==> src/design/mtkd_pkg.sv <==
`default_nettype none

package mtkd_pkg;

  localparam int DEF_TIMEOUT_BITS = 8;
  localparam int CFG_DATA_W       = 32;
  localparam int CFG_ADDR_W       = 3;
  localparam int RESQ_DEPTH       = 4;

  localparam logic [7:0] TIMEOUT_RESET = 8'd10;
  localparam logic       REG_TIMEOUT   = 1'b0;

  localparam logic OP_KEY    = 1'b0;
  localparam logic OP_TICK   = 1'b1;
  localparam logic KIND_CHAR = 1'b0;
  localparam logic KIND_LED  = 1'b1;

  localparam logic [7:0] CH_BS = 8'h08;
  localparam logic [7:0] CH_CR = 8'h0d;

  localparam logic [3:0] NUM_KEYS  = 4'd12;
  localparam logic [3:0] KEY_MODE  = 4'd9;
  localparam logic [3:0] KEY_ENTER = 4'd11;

  localparam logic [1:0] MODE_LOWER  = 2'd0;
  localparam logic [1:0] MODE_UPPER  = 2'd1;
  localparam logic [1:0] MODE_DIGIT  = 2'd2;
  localparam logic [1:0] MODE_SYMBOL = 2'd3;

  typedef struct packed {
    logic       kind;
    logic [7:0] char_code;
    logic       led_on;
    logic       last;
  } res_t;

  typedef struct packed {
    logic [1:0] cnt;
    res_t       r0;
    res_t       r1;
  } res_pair_t;

  // Raw pad key to logical key.
  function automatic logic [3:0] key_perm(input logic [3:0] raw);
    logic [3:0] k;
    case (raw)
      4'd0:    k = 4'd2;
      4'd1:    k = 4'd5;
      4'd2:    k = 4'd8;
      4'd3:    k = 4'd11;
      4'd4:    k = 4'd1;
      4'd5:    k = 4'd4;
      4'd6:    k = 4'd7;
      4'd7:    k = 4'd10;
      4'd8:    k = 4'd0;
      4'd9:    k = 4'd3;
      4'd10:   k = 4'd6;
      4'd11:   k = 4'd9;
      default: k = 4'd0;
    endcase
    return k;
  endfunction

  // Layout string of a key, first character in the top byte, zero padded.
  function automatic logic [39:0] char_row(input logic [1:0] mode, input logic [3:0] k);
    logic [39:0] row;
    row = '0;
    case (mode)
      MODE_LOWER, MODE_UPPER: begin
        case (k)
          4'd0:    row = " ,.!?";
          4'd1:    row = (mode == MODE_LOWER) ? {"abc", 16'h0} : {"ABC", 16'h0};
          4'd2:    row = (mode == MODE_LOWER) ? {"def", 16'h0} : {"DEF", 16'h0};
          4'd3:    row = (mode == MODE_LOWER) ? {"ghi", 16'h0} : {"GHI", 16'h0};
          4'd4:    row = (mode == MODE_LOWER) ? {"jkl", 16'h0} : {"JKL", 16'h0};
          4'd5:    row = (mode == MODE_LOWER) ? {"mno", 16'h0} : {"MNO", 16'h0};
          4'd6:    row = (mode == MODE_LOWER) ? {"pqr", 16'h0} : {"PQR", 16'h0};
          4'd7:    row = (mode == MODE_LOWER) ? {"stuv", 8'h0} : {"STUV", 8'h0};
          4'd8:    row = (mode == MODE_LOWER) ? {"wxyz", 8'h0} : {"WXYZ", 8'h0};
          4'd9:    row = {8'h01, 32'h0};
          4'd10:   row = {CH_BS, 32'h0};
          4'd11:   row = {CH_CR, 32'h0};
          default: row = '0;
        endcase
      end
      MODE_DIGIT: begin
        case (k)
          4'd0:    row = {"1(", 24'h0};
          4'd1:    row = {"2)", 24'h0};
          4'd2:    row = {"3{", 24'h0};
          4'd3:    row = {"4}", 24'h0};
          4'd4:    row = {"5+", 24'h0};
          4'd5:    row = {"6-", 24'h0};
          4'd6:    row = {"7/", 24'h0};
          4'd7:    row = {"8_", 24'h0};
          4'd8:    row = {"9%", 24'h0};
          4'd9:    row = {8'h01, 32'h0};
          4'd10:   row = {"0", 32'h0};
          4'd11:   row = {CH_CR, 32'h0};
          default: row = '0;
        endcase
      end
      default: begin
        case (k)
          4'd1:    row = {8'hb5, 32'h0};
          4'd3:    row = {8'hb4, 32'h0};
          4'd5:    row = {8'hb7, 32'h0};
          4'd6:    row = {8'h09, 32'h0};
          4'd7:    row = {8'hb6, 32'h0};
          4'd9:    row = {8'h01, 32'h0};
          4'd10:   row = {CH_BS, 32'h0};
          4'd11:   row = {CH_CR, 32'h0};
          default: row = {8'h3f, 32'h0};
        endcase
      end
    endcase
    return row;
  endfunction

  function automatic logic [2:0] str_len(input logic [1:0] mode, input logic [3:0] k);
    logic [2:0] n;
    n = 3'd1;
    if (k > 4'd8 || mode == MODE_SYMBOL) begin
      n = 3'd1;
    end else if (mode == MODE_DIGIT) begin
      n = 3'd2;
    end else begin
      case (k)
        4'd0:       n = 3'd5;
        4'd7, 4'd8: n = 3'd4;
        default:    n = 3'd3;
      endcase
    end
    return n;
  endfunction

  function automatic logic [7:0] char_at(input logic [1:0] mode, input logic [3:0] k,
                                         input logic [2:0] pos);
    logic [39:0] row;
    logic [7:0]  c;
    row = char_row(mode, k);
    case (pos)
      3'd0:    c = row[39:32];
      3'd1:    c = row[31:24];
      3'd2:    c = row[23:16];
      3'd3:    c = row[15:8];
      3'd4:    c = row[7:0];
      default: c = 8'h00;
    endcase
    return c;
  endfunction

  // Mode LED level at blink phase p (phase after the step).
  function automatic logic led_level(input logic [1:0] mode, input logic [2:0] p);
    logic on;
    case (mode)
      MODE_UPPER:  on = (p == 3'd0) || (p == 3'd1);
      MODE_DIGIT:  on = (p == 3'd0) || (p == 3'd3);
      MODE_SYMBOL: on = (p == 3'd0) || (p == 3'd2) || (p == 3'd4);
      default:     on = 1'b0;
    endcase
    return on;
  endfunction

endpackage

`default_nettype wire

==> src/design/multi_tap_keypad_decoder.sv <==
// Multi-tap keypad decoder.
// Input channel (in_valid/in_ready): one item per handshake, either a key
//   press (in_op = 0, in_key_index = raw pad key) or a timer tick (in_op = 1).
// Result channel (out_valid/out_ready): character items (out_kind = 0) and
//   LED items (out_kind = 1); out_last marks the final result of an item.
//   A repeated key press gives two results: backspace, then the new char.
// Config: APB-style write of repeat_timeout_ticks at byte address 0;
//   pready is tied high, reads return the register.
// Path: an accepted item sits in the input register, is decoded there and
//   pushed into a 4-entry result queue once the queue has room, and its
//   results leave through the out_ ports from the queue head.
// Throughput: one item per cycle for single-result items and one result per
//   cycle overall while out_ready stays high; the result queue drain (one
//   result per cycle) sets that figure.
// Stall: when the receiver holds out_ready low the queue fills; an item in
//   the input register waits until the queue has room for two results, and
//   in_ready stays low while it waits.
// Reset (rst_n, synchronous): mode, position, previous key, timeout and
//   blink phase clear, the queue empties, the timeout register becomes 10.
`default_nettype none

module multi_tap_keypad_decoder
  import mtkd_pkg::*;
#(
  parameter int TIMEOUT_BITS = DEF_TIMEOUT_BITS
) (
  input  wire logic                  clk,
  input  wire logic                  rst_n,
  input  wire logic                  in_valid,
  output logic                       in_ready,
  input  wire logic                  in_op,
  input  wire logic [3:0]            in_key_index,
  output logic                       out_valid,
  input  wire logic                  out_ready,
  output logic                       out_kind,
  output logic [7:0]                 out_char_code,
  output logic                       out_led_on,
  output logic                       out_last,
  input  wire logic                  psel,
  input  wire logic                  penable,
  input  wire logic                  pwrite,
  input  wire logic [CFG_ADDR_W-1:0] paddr,
  input  wire logic [CFG_DATA_W-1:0] pwdata,
  output logic [CFG_DATA_W-1:0]      prdata,
  output logic                       pready
);

  // input register
  logic       inv_r;
  logic       op_r;
  logic [3:0] key_r;

  logic [7:0] tmo_cfg_r;

  res_pair_t  res;
  res_t       head;
  logic       room;
  logic       fire;

  // decode fires once the queue can take the worst case of two results
  assign fire     = inv_r && room;
  assign in_ready = !inv_r || fire;

  always_ff @(posedge clk) begin
    if (!rst_n) begin
      inv_r <= 1'b0;
    end else if (in_ready) begin
      inv_r <= in_valid;
    end
  end

  always_ff @(posedge clk) begin
    if (in_valid && in_ready) begin
      op_r  <= in_op;
      key_r <= in_key_index;
    end
  end

  // config register, paddr[2] picks the word
  assign pready = 1'b1;

  always_ff @(posedge clk) begin
    if (!rst_n) begin
      tmo_cfg_r <= TIMEOUT_RESET;
    end else if (psel && penable && pwrite && pready && paddr[2] == REG_TIMEOUT) begin
      tmo_cfg_r <= pwdata[7:0];
    end
  end

  always_comb begin
    prdata = '0;
    if (paddr[2] == REG_TIMEOUT) begin
      prdata = CFG_DATA_W'(tmo_cfg_r);
    end
  end

  mtkd_core #(
    .TIMEOUT_BITS(TIMEOUT_BITS)
  ) u_core (
    .clk     (clk),
    .rst_n   (rst_n),
    .commit  (fire),
    .op      (op_r),
    .key_raw (key_r),
    .tmo_cfg (tmo_cfg_r),
    .res     (res)
  );

  mtkd_resq u_resq (
    .clk        (clk),
    .rst_n      (rst_n),
    .push       (fire),
    .push_data  (res),
    .room       (room),
    .head_valid (out_valid),
    .pop        (out_ready),
    .head       (head)
  );

  assign out_kind      = head.kind;
  assign out_char_code = head.char_code;
  assign out_led_on    = head.led_on;
  assign out_last      = head.last;

endmodule

`default_nettype wire

==> src/design/mtkd_core.sv <==
`default_nettype none

module mtkd_core
  import mtkd_pkg::*;
#(
  parameter int TIMEOUT_BITS = DEF_TIMEOUT_BITS
) (
  input  wire logic       clk,
  input  wire logic       rst_n,
  input  wire logic       commit,
  input  wire logic       op,
  input  wire logic [3:0] key_raw,
  input  wire logic [7:0] tmo_cfg,
  output res_pair_t       res
);

  localparam int LW = (TIMEOUT_BITS > 8) ? TIMEOUT_BITS : 8;
  localparam logic [LW-1:0] TMO_MAX = LW'((64'd1 << TIMEOUT_BITS) - 64'd1);

  logic [1:0]              mode_r, mode_nxt;
  logic [2:0]              pos_r, pos_nxt;
  logic [3:0]              prev_r, prev_nxt;
  logic [TIMEOUT_BITS-1:0] tmo_r, tmo_nxt;
  logic [2:0]              phase_r, phase_nxt;

  logic [LW-1:0]           cfg_ext;
  logic [TIMEOUT_BITS-1:0] tmo_load;
  logic [3:0]              k;
  logic [3:0]              np;
  logic [2:0]              phase_inc;
  logic                    is_repeat;

  assign cfg_ext   = LW'(tmo_cfg);
  assign tmo_load  = TIMEOUT_BITS'((cfg_ext > TMO_MAX) ? TMO_MAX : cfg_ext);
  assign k         = key_perm(key_raw);
  assign phase_inc = phase_r + 3'd1;
  assign is_repeat = (k == prev_r) && (tmo_r != '0) && (mode_r != MODE_SYMBOL);

  always_comb begin
    np = {1'b0, pos_r} + 4'd1;
    if (np >= {1'b0, str_len(mode_r, k)}) begin
      np = 4'd0;
    end
  end

  always_comb begin
    mode_nxt  = mode_r;
    pos_nxt   = pos_r;
    prev_nxt  = prev_r;
    tmo_nxt   = tmo_r;
    phase_nxt = phase_r;
    res       = '0;
    if (op == OP_TICK) begin
      if (tmo_r != '0) begin
        tmo_nxt = tmo_r - TIMEOUT_BITS'(1);
      end
      phase_nxt        = phase_inc;
      res.cnt          = 2'd1;
      res.r0.kind      = KIND_LED;
      res.r0.led_on    = led_level(mode_r, phase_inc);
      res.r0.last      = 1'b1;
    end else if (key_raw < NUM_KEYS) begin
      if (k == KEY_MODE) begin
        mode_nxt = mode_r + 2'd1;
        tmo_nxt  = '0;
      end else if (k == KEY_ENTER) begin
        mode_nxt          = MODE_LOWER;
        tmo_nxt           = '0;
        res.cnt           = 2'd1;
        res.r0.kind       = KIND_CHAR;
        res.r0.char_code  = CH_CR;
        res.r0.last       = 1'b1;
      end else if (is_repeat) begin
        pos_nxt           = np[2:0];
        tmo_nxt           = tmo_load;
        res.cnt           = 2'd2;
        res.r0.kind       = KIND_CHAR;
        res.r0.char_code  = CH_BS;
        res.r1.kind       = KIND_CHAR;
        res.r1.char_code  = char_at(mode_r, k, np[2:0]);
        res.r1.last       = 1'b1;
      end else begin
        pos_nxt           = 3'd0;
        prev_nxt          = k;
        tmo_nxt           = tmo_load;
        res.cnt           = 2'd1;
        res.r0.kind       = KIND_CHAR;
        res.r0.char_code  = char_at(mode_r, k, 3'd0);
        res.r0.last       = 1'b1;
      end
    end
  end

  always_ff @(posedge clk) begin
    if (!rst_n) begin
      mode_r  <= '0;
      pos_r   <= '0;
      prev_r  <= '0;
      tmo_r   <= '0;
      phase_r <= '0;
    end else if (commit) begin
      mode_r  <= mode_nxt;
      pos_r   <= pos_nxt;
      prev_r  <= prev_nxt;
      tmo_r   <= tmo_nxt;
      phase_r <= phase_nxt;
    end
  end

endmodule

`default_nettype wire

==> src/design/mtkd_resq.sv <==
`default_nettype none

module mtkd_resq
  import mtkd_pkg::*;
(
  input  wire logic      clk,
  input  wire logic      rst_n,
  input  wire logic      push,
  input  wire res_pair_t push_data,
  output logic           room,
  output logic           head_valid,
  input  wire logic      pop,
  output res_t           head
);

  localparam int PW = $clog2(RESQ_DEPTH);
  localparam int CW = $clog2(RESQ_DEPTH + 1);

  res_t          mem [RESQ_DEPTH];
  logic [PW-1:0] wp_r, rp_r;
  logic [CW-1:0] cnt_r, cnt_nxt;
  logic [1:0]    n_in;
  logic          n_out;

  assign n_in       = push ? push_data.cnt : 2'd0;
  assign n_out      = pop && head_valid;
  assign cnt_nxt    = cnt_r + CW'(n_in) - CW'(n_out);
  // room for a two-result item
  assign room       = cnt_r <= CW'(RESQ_DEPTH - 2);
  assign head_valid = cnt_r != '0;
  assign head       = mem[rp_r];

  always_ff @(posedge clk) begin
    if (n_in != 2'd0) begin
      mem[wp_r] <= push_data.r0;
    end
    if (n_in == 2'd2) begin
      mem[wp_r + PW'(1)] <= push_data.r1;
    end
  end

  always_ff @(posedge clk) begin
    if (!rst_n) begin
      wp_r  <= '0;
      rp_r  <= '0;
      cnt_r <= '0;
    end else begin
      wp_r  <= wp_r + PW'(n_in);
      rp_r  <= rp_r + PW'(n_out);
      cnt_r <= cnt_nxt;
    end
  end

endmodule

`default_nettype wire

==> config.mk <==
export PLATFORM = sky130hd
export DESIGN_NAME = multi_tap_keypad_decoder
export DESIGN_NICKNAME = d
export VERILOG_FILES = /design/src/design/mtkd_pkg.sv /design/src/design/multi_tap_keypad_decoder.sv /design/src/design/mtkd_core.sv /design/src/design/mtkd_resq.sv
export SDC_FILE = /design/constraint.sdc
export NUM_CORES = 1
export LEC_CHECK = 0
export BUFFER_PORTS_ARGS = -buffer_cell sky130_fd_sc_hd__buf_2
export CAP_MARGIN = 20
export CORE_ASPECT_RATIO = 1.4
export CORE_MARGIN = 2
export CORE_UTILIZATION = 35
export DETAILED_ROUTE_END_ITERATION = 16
export SYNTH_ARGS = -nofsm -noshare
export SYNTH_HDL_FRONTEND = slang
export SYNTH_HIERARCHICAL = 1
export SYNTH_SLANG_ARGS = --single-unit
==> constraint.sdc <==
create_clock -name clk -period 6.5 [get_ports clk]
set_clock_uncertainty 0.2 [all_clocks]
set_input_delay 0.65 -clock clk [delete_from_list [all_inputs] [get_ports clk]]
set_output_delay 0.65 -clock clk [all_outputs]
set_load 0.02 [all_outputs]
==> results.sh, run 1 <==
export IMPL_clock_latency_ps=330
export IMPL_synth_edff_count=49
export IMPL_final_cells=920
export IMPL_synth_seq_cells=85
export IMPL_synth_compound_area_share_pct=15.3
export IMPL_rr_endpoint="u_resq/mem[0][3]"
export IMPL_vias=4847
export IMPL_synth_mux_area_share_pct=14.7
export IMPL_start_util_pct=35.8
export IMPL_synthesis_area_mm2=0.00620
export IMPL_synthCells=649
export IMPL_worst_setup_path_type="flop to flop"
export IMPL_die_h_um=161
export IMPL_avgViaCountPerCell=5.27
export IMPL_hold_path_class="flop to flop"
export IMPL_crit_start="key_r[2]"
export IMPL_critPathLaunchType="flop"
export IMPL_multi_input_area_mm2=0.00363
export IMPL_n_antenna_cell=0
export IMPL_cts_path_max_buffers=2
export IMPL_worst_r2r_setup_slack_ps=760
export IMPL_status="finished, final reports clean"
export IMPL_overflow=0
export IMPL_final_cell_mix="nand2_1, nor2_1, edfxtp_1, buf_2, dfxtp_1"
export IMPL_synth_cell_types=73
export IMPL_setup_ws_ps=762
export IMPL_cts_inserted_buffers=9
export IMPL_crit_path_end_kind="flop"
export IMPL_gp_congestion=0.948
export IMPL_peakVddDrop_mv=0.0961
export IMPL_finalCriticalPeriod_ps=5740
export IMPL_synth_top_family_by_area="simple AND/OR/NAND/NOR gates"
export IMPL_clockRootBuffer="clkbuf_16"
export IMPL_max_cap_viol_count=0
export IMPL_synthArstFlopShare_pct=0
export IMPL_synth_adder_area_share_pct=6.38
export IMPL_grt_max_degree=32
export IMPL_rr_startpoint="key_r[2]"
export IMPL_hold_violations=0
export IMPL_drcViolationCount=0
export IMPL_mostFrequentLayoutCell="nand2_1"
export IMPL_dp_cells=904
export IMPL_whs_path_depth=2
export IMPL_post_cts_setup_buffers=0
export IMPL_cp_data_required_time_ps=6500
export IMPL_cp_endpoint="u_resq/mem[0][3]"
export IMPL_synthFlopType="edfxtp_1"
export IMPL_path_clk_slew_ps=60
export IMPL_area_growth_pct=9.38
export IMPL_grt_pass1_vias=4725
export IMPL_setup_tns_ps=0
export IMPL_post_place_ws_ps=868
export IMPL_cts_resized=0
export IMPL_h_tree_depth=3
export IMPL_max_freq_mhz=174
export IMPL_arrival_ps=5740
export IMPL_dieArea_mm2=0.0188
export IMPL_die_w_um=116
export IMPL_core_area_mm2=0.0173
export IMPL_hold_buffers=0
export IMPL_synth_top_area_share_pct=23.7
export IMPL_fin_nets=757
export IMPL_portBuffers=41
export IMPL_n_fill_cell=1767
export IMPL_r2r_cells=20
export IMPL_fin_crit_sh_pct=88.3
export IMPL_seq_area_frac_synth_pct=35.4
export IMPL_grt_total_usage_pct=15.9
export IMPL_drt_iter0_drc=443
export IMPL_cellLeakagePower_uw=0.00265
export IMPL_cts_sinks=85
export IMPL_cts_tree="done"
export IMPL_drive_gt1_share_pct=20.8
export IMPL_ys_top_cells_by_area="edfxtp_1, dfxtp_1, mux2_2"
export IMPL_ios=93
export IMPL_dp_hpwl_mm=10.5
export IMPL_p_per_area_mw_per_mm2=266
export IMPL_yosysWarnings=6
export IMPL_ant_nets=0
export IMPL_finalSetupViolCount=0
export IMPL_rows=57
export IMPL_drv_slew=0
export IMPL_worstPathMaxFanout=17
export IMPL_seqCellArea_mm2=0.00219
export IMPL_power_total_uw=1800
export IMPL_slew_headroom_pct=38.1
export IMPL_synthXorXnorAreaFrac_pct=2.26
export IMPL_drt_total_wl_mm=14.7
export IMPL_synth_simple_area_share_pct=18.1
export IMPL_wl_per_cell_um=16.0
export IMPL_dr_pass1_iters=6
export IMPL_yosys_area_top_type="edfxtp_1"
export IMPL_rsz0062_at_grt="false"
export IMPL_syn_area_per_cell_um2=9.55
export IMPL_antenna_found_initial=0
export IMPL_worstMarginPinSlew_ps=927
export IMPL_grt_pass1_wl_mm=23.6
## report_power, final
part | switching, uW | internal (uW) | total, uW
Clock | 203 | 254 | 457
Sequential | 58.7 | 622 | 681
Combinational | 381 | 284 | 665
Total | 643 | 1160 | 1800
## routing by layer
metal	vias to the layer above	share of wire, %	routed length [um]	track usage, %
li1	2379	-	-	-
met1	2256	41	6040	18.6
met2	182	52	7650	29.1
met3	30	5.1	755	2.44
met4	0	1.7	250	5.36
met5	-	0	0	0
## cells by family after synthesis
family          Yosys count
mux                      68
simple gates            220
fa+ha+maj                31
buf+inv                  87
other cells               3
compound gates          139
flops                    85
xor+xnor                 16
## synth_stat cells, drive strengths merged, types with 8 or more instances
cell type and number:
mux2 45, and2b 8, nor3 16, o21ai 31, inv 26, nor2b 8, dfxtp 36, and2 16
ha 30, buf 46, mux4 11, and3 8, xor2 8, a31oi 12, nand2 53, clkbuf 15
a21oi 28, xnor2 8, edfxtp 49, mux2i 12, nor2 52, nand2b 11, nand3 19, a211oi 9
## area by class of cell
| type | instances | share of cell area [%] |
|---|---|---|
| tap | 236 | 4.35 |
| clock buffer | 10 | 3.38 |
| clock inverter | 6 | 0.443 |
| inverter | 26 | 1.44 |
| multi-input combinational | 502 | 53.5 |
| timing repair buffer | 55 | 4.58 |
| sequential | 85 | 32.3 |
## worst max-delay path: stages (launching register included)
cell and delay (ps):
edfxtp_1 640, inv_1 120, ha_1 290, nor2_1 170, nor2_1 110, buf_4 170
inv_1 70, ha_1 380, inv_1 220, o32ai_4 500, a21oi_1 140, or3_1 320
ha_1 310, a21o_1 180, a31o_2 230, nor2_1 210, nand4_1 310, a211oi_1 300
o21ai_0 110, a41oi_1 380, mux2_2 220
## state kept, by name, indices dropped and copies added (netlist names)
register	flops
inv_r	1
key_r	4
op_r	1
tmo_cfg_r	8
u_core/mode_r	2
u_core/phase_r	3
u_core/pos_r	3
u_core/prev_r	4
u_core/tmo_r	8
u_resq/cnt_r	3
u_resq/mem	44
u_resq/rp_r	2
u_resq/wp_r	2
## per-stage QoR
stage          hold slack [ps]  cell area [um^2]  utilization [%]
3_3_place_gp               257              6520             37.6
5_1_grt                    279              6780             39.1
4_1_cts                    275              6780             39.1
2_1_floorplan              243              6290                -
6_report                   270              6780             39.1
3_5_place_dp               267              6520             37.6
## worst min path at each step
stage / startpoint / endpoint / slack, ps
2_1_floorplan: tmo_cfg_r[4] / tmo_cfg_r[4] / 240
3_3_place_gp: tmo_cfg_r[6] / tmo_cfg_r[6] / 260
3_5_place_dp: tmo_cfg_r[7] / tmo_cfg_r[7] / 270
4_1_cts: tmo_cfg_r[7] / tmo_cfg_r[7] / 270
5_1_grt: in_key_index[1] / key_r[1] / 280
6_report: tmo_cfg_r[7] / tmo_cfg_r[7] / 270
No activity file was read; power rests on OpenSTA's default activity.
==> run 2, diff against run 1 <==
--- a/config.mk
+++ b/config.mk
@@ -7,7 +7,7 @@
 export LEC_CHECK = 0
 export BUFFER_PORTS_ARGS = -buffer_cell sky130_fd_sc_hd__buf_2
 export CAP_MARGIN = 20
-export CORE_ASPECT_RATIO = 1.4
+export CORE_ASPECT_RATIO = 1.5
 export CORE_MARGIN = 2
 export CORE_UTILIZATION = 35
 export DETAILED_ROUTE_END_ITERATION = 16
==> constraint.sdc (replaced) <==
create_clock -name clk -period 7.4 [get_ports clk]
set_clock_uncertainty 0.2 [all_clocks]
set_input_delay 0.74 -clock clk [delete_from_list [all_inputs] [get_ports clk]]
set_output_delay 0.74 -clock clk [all_outputs]
set_load 0.02 [all_outputs]
==> run 2 against run 1 <==
Against the previous run:
- combinational power is 12% lower
- fmax is 8.2% lower
- global-route usage is 0.38 points lower
- clock power is 5.3% higher
- wire length is 1.0% lower
- power is 7.9% lower
- first-iteration DRC count is 21% lower
- final area hardly changed
- worst hold slack better by 2.0 ps
- final cell count is 2.9% lower
- register-to-register slack better by 390 ps
- clock-buffer cell count stayed put
==> results.sh, run 2 (synthesis gave the netlist of run 1 again) <==
export IMPL_portBuffers=41
export IMPL_drt_total_wl_mm=14.5
export IMPL_clockRootBuffer="clkbuf_16"
export IMPL_power_total_uw=1660
export IMPL_worstPathMaxFanout=11
export IMPL_dieArea_mm2=0.0188
export IMPL_cts_path_max_buffers=2
export IMPL_status="finished, final reports clean"
export IMPL_clock_latency_ps=340
export IMPL_grt_total_usage_pct=15.5
export IMPL_cts_sinks=85
export IMPL_post_cts_setup_buffers=0
export IMPL_vias=4853
export IMPL_drive_gt1_share_pct=20.7
export IMPL_cp_data_required_time_ps=7290
export IMPL_max_freq_mhz=160
export IMPL_post_place_ws_ps=1230
export IMPL_p_per_area_mw_per_mm2=245
export IMPL_grt_pass1_wl_mm=23.6
export IMPL_setup_tns_ps=0
export IMPL_setup_ws_ps=1150
export IMPL_final_cell_mix="nand2_1, nor2_1, edfxtp_1, buf_2, dfxtp_1"
export IMPL_combPwrFrac_pct=35.1
export IMPL_worst_setup_path_type="flop to flop"
export IMPL_crit_path_end_kind="flop"
export IMPL_ant_nets=0
export IMPL_gp_congestion=0.955
export IMPL_mostFrequentLayoutCell="nand2_1"
export IMPL_area_growth_pct=9.40
export IMPL_overflow=0
export IMPL_wl_per_cell_um=16.3
export IMPL_switchingPower_uw=570
export IMPL_holdWs_ps=272
export IMPL_path_clk_slew_ps=60
export IMPL_antenna_found_initial=0
export IMPL_rows=59
export IMPL_hold_violations=0
export IMPL_peakVddDrop_mv=0.111
export IMPL_finalSetupViolCount=0
export IMPL_drv_slew=0
export IMPL_largest_reg_flops=44
export IMPL_hold_path_class="flop to flop"
export IMPL_drt_iter0_drc=348
export IMPL_grt_max_degree=32
export IMPL_regMostFlops="u_resq/mem"
export IMPL_cts_inserted_buffers=9
export IMPL_die_w_um=113
export IMPL_core_area_mm2=0.0173
export IMPL_hold_buffers=0
export IMPL_dr_pass1_iters=6
export IMPL_p_int_uw=1090
export IMPL_p_sw_share_pct=34.4
export IMPL_cts_resized=0
export IMPL_start_util_pct=35.7
export IMPL_avgViaCountPerCell=5.43
export IMPL_die_h_um=167
export IMPL_max_cap_viol_count=0
export IMPL_pwr_share_seq_pct=36.0
export IMPL_min_from="tmo_cfg_r[5]"
export IMPL_finalCriticalPeriod_ps=6250
export IMPL_dp_hpwl_mm=10.5
export IMPL_top_regs="u_resq/mem (44), tmo_cfg_r (8), u_core/tmo_r (8)"
export IMPL_ios=93
export IMPL_cts_tree="done"
export IMPL_crit_start="key_r[0]"
export IMPL_fin_crit_sh_pct=84.4
export IMPL_n_antenna_cell=0
export IMPL_cellLeakagePower_uw=0.00267
export IMPL_clkPwrFrac_pct=28.9
export IMPL_drcViolationCount=0
export IMPL_rsz0062_at_grt="false"
export IMPL_rr_startpoint="key_r[0]"
export IMPL_grt_pass1_vias=4640
export IMPL_fin_nets=753
export IMPL_critPathLaunchType="flop"
export IMPL_h_tree_depth=3
export IMPL_arrival_ps=6130
export IMPL_slew_headroom_pct=26.0
export IMPL_worstMarginPinSlew_ps=1110
==> run 2: cell types whose count changed in the layout (fill, tap and decap cells not counted) <==
| cell | before | now |
|---|---|---|
| buf_4 | 14 | 9 |
| bufinv_16 | 0 | 2 |
| clkinvlp_4 | 2 | 0 |
| clkinv_4 | 0 | 1 |
| inv_6 | 0 | 1 |
| buf_6 | 0 | 1 |
| clkinvlp_2 | 0 | 1 |
| clkinv_1 | 4 | 1 |
==> run 2: through the flow <==
step	std cells	utilization, %	instance area [um^2]
CTS	891	39.0	6760
finish	893	39.1	6780
global placement	875	37.2	6450
floorplan	674	-	6290
detailed placement	875	37.2	6450
global route	893	39.1	6780
==> run 2: per-layer routing <==
metal / vias up / global-route usage (%) / share of wire (%)
met4: 0 / 5.94 / 2.4
met2: 176 / 28.1 / 51
met1: 2287 / 18.0 / 41
met3: 30 / 2.69 / 4.7
li1: 2360 / - / -
met5: - / 0 / 0
==> run 2: final timing paths <==
check / depth (start not counted) / slack (ps) / endpoint
worst max-delay path: 17 / 1150 / u_resq/mem[1][4]
worst min-delay path: 2 / 270 / tmo_cfg_r[5]
worst max register to register: 17 / 1150 / u_resq/mem[1][4]
worst min register to register: 2 / 270 / tmo_cfg_r[5]
==> run 2: layout make-up <==
| type | count | area [um^2] |
|---|---|---|
| Multi-Input combinational cell | 502 | 3630 |
| Tap cell | 213 | 267 |
| Sequential cell | 85 | 2190 |
| Timing Repair Buffer | 51 | 284 |
| Inverter | 26 | 97.6 |
| Fill cell | 1736 | 10600 |
| Clock buffer | 10 | 229 |
| Clock inverter | 6 | 86.3 |
==> run 2: critical path, cell delays in order, from the launching register on <==
cell,delay (ps)
edfxtp_1,450
inv_1,70
ha_1,320
xor2_1,170
a21oi_1,650
ha_1,530
o211ai_1,390
nor2_1,300
a21oi_1,60
or3_1,320
ha_1,320
a21o_1,170
a31oi_1,350
and3_1,290
inv_1,80
o31ai_1,790
a41oi_1,220
mux2_4,340
==> run 2: power by group through the flow <==
stage          Sequential [uW]  Combinational [uW]  Clock [uW]
4_1_cts                    600                 581         491
5_1_grt                    605                 642         507
2_1_floorplan              579                 475           0
3_3_place_gp               610                 575           0
6_report                   597                 583         481
3_5_place_dp               610                 577           0
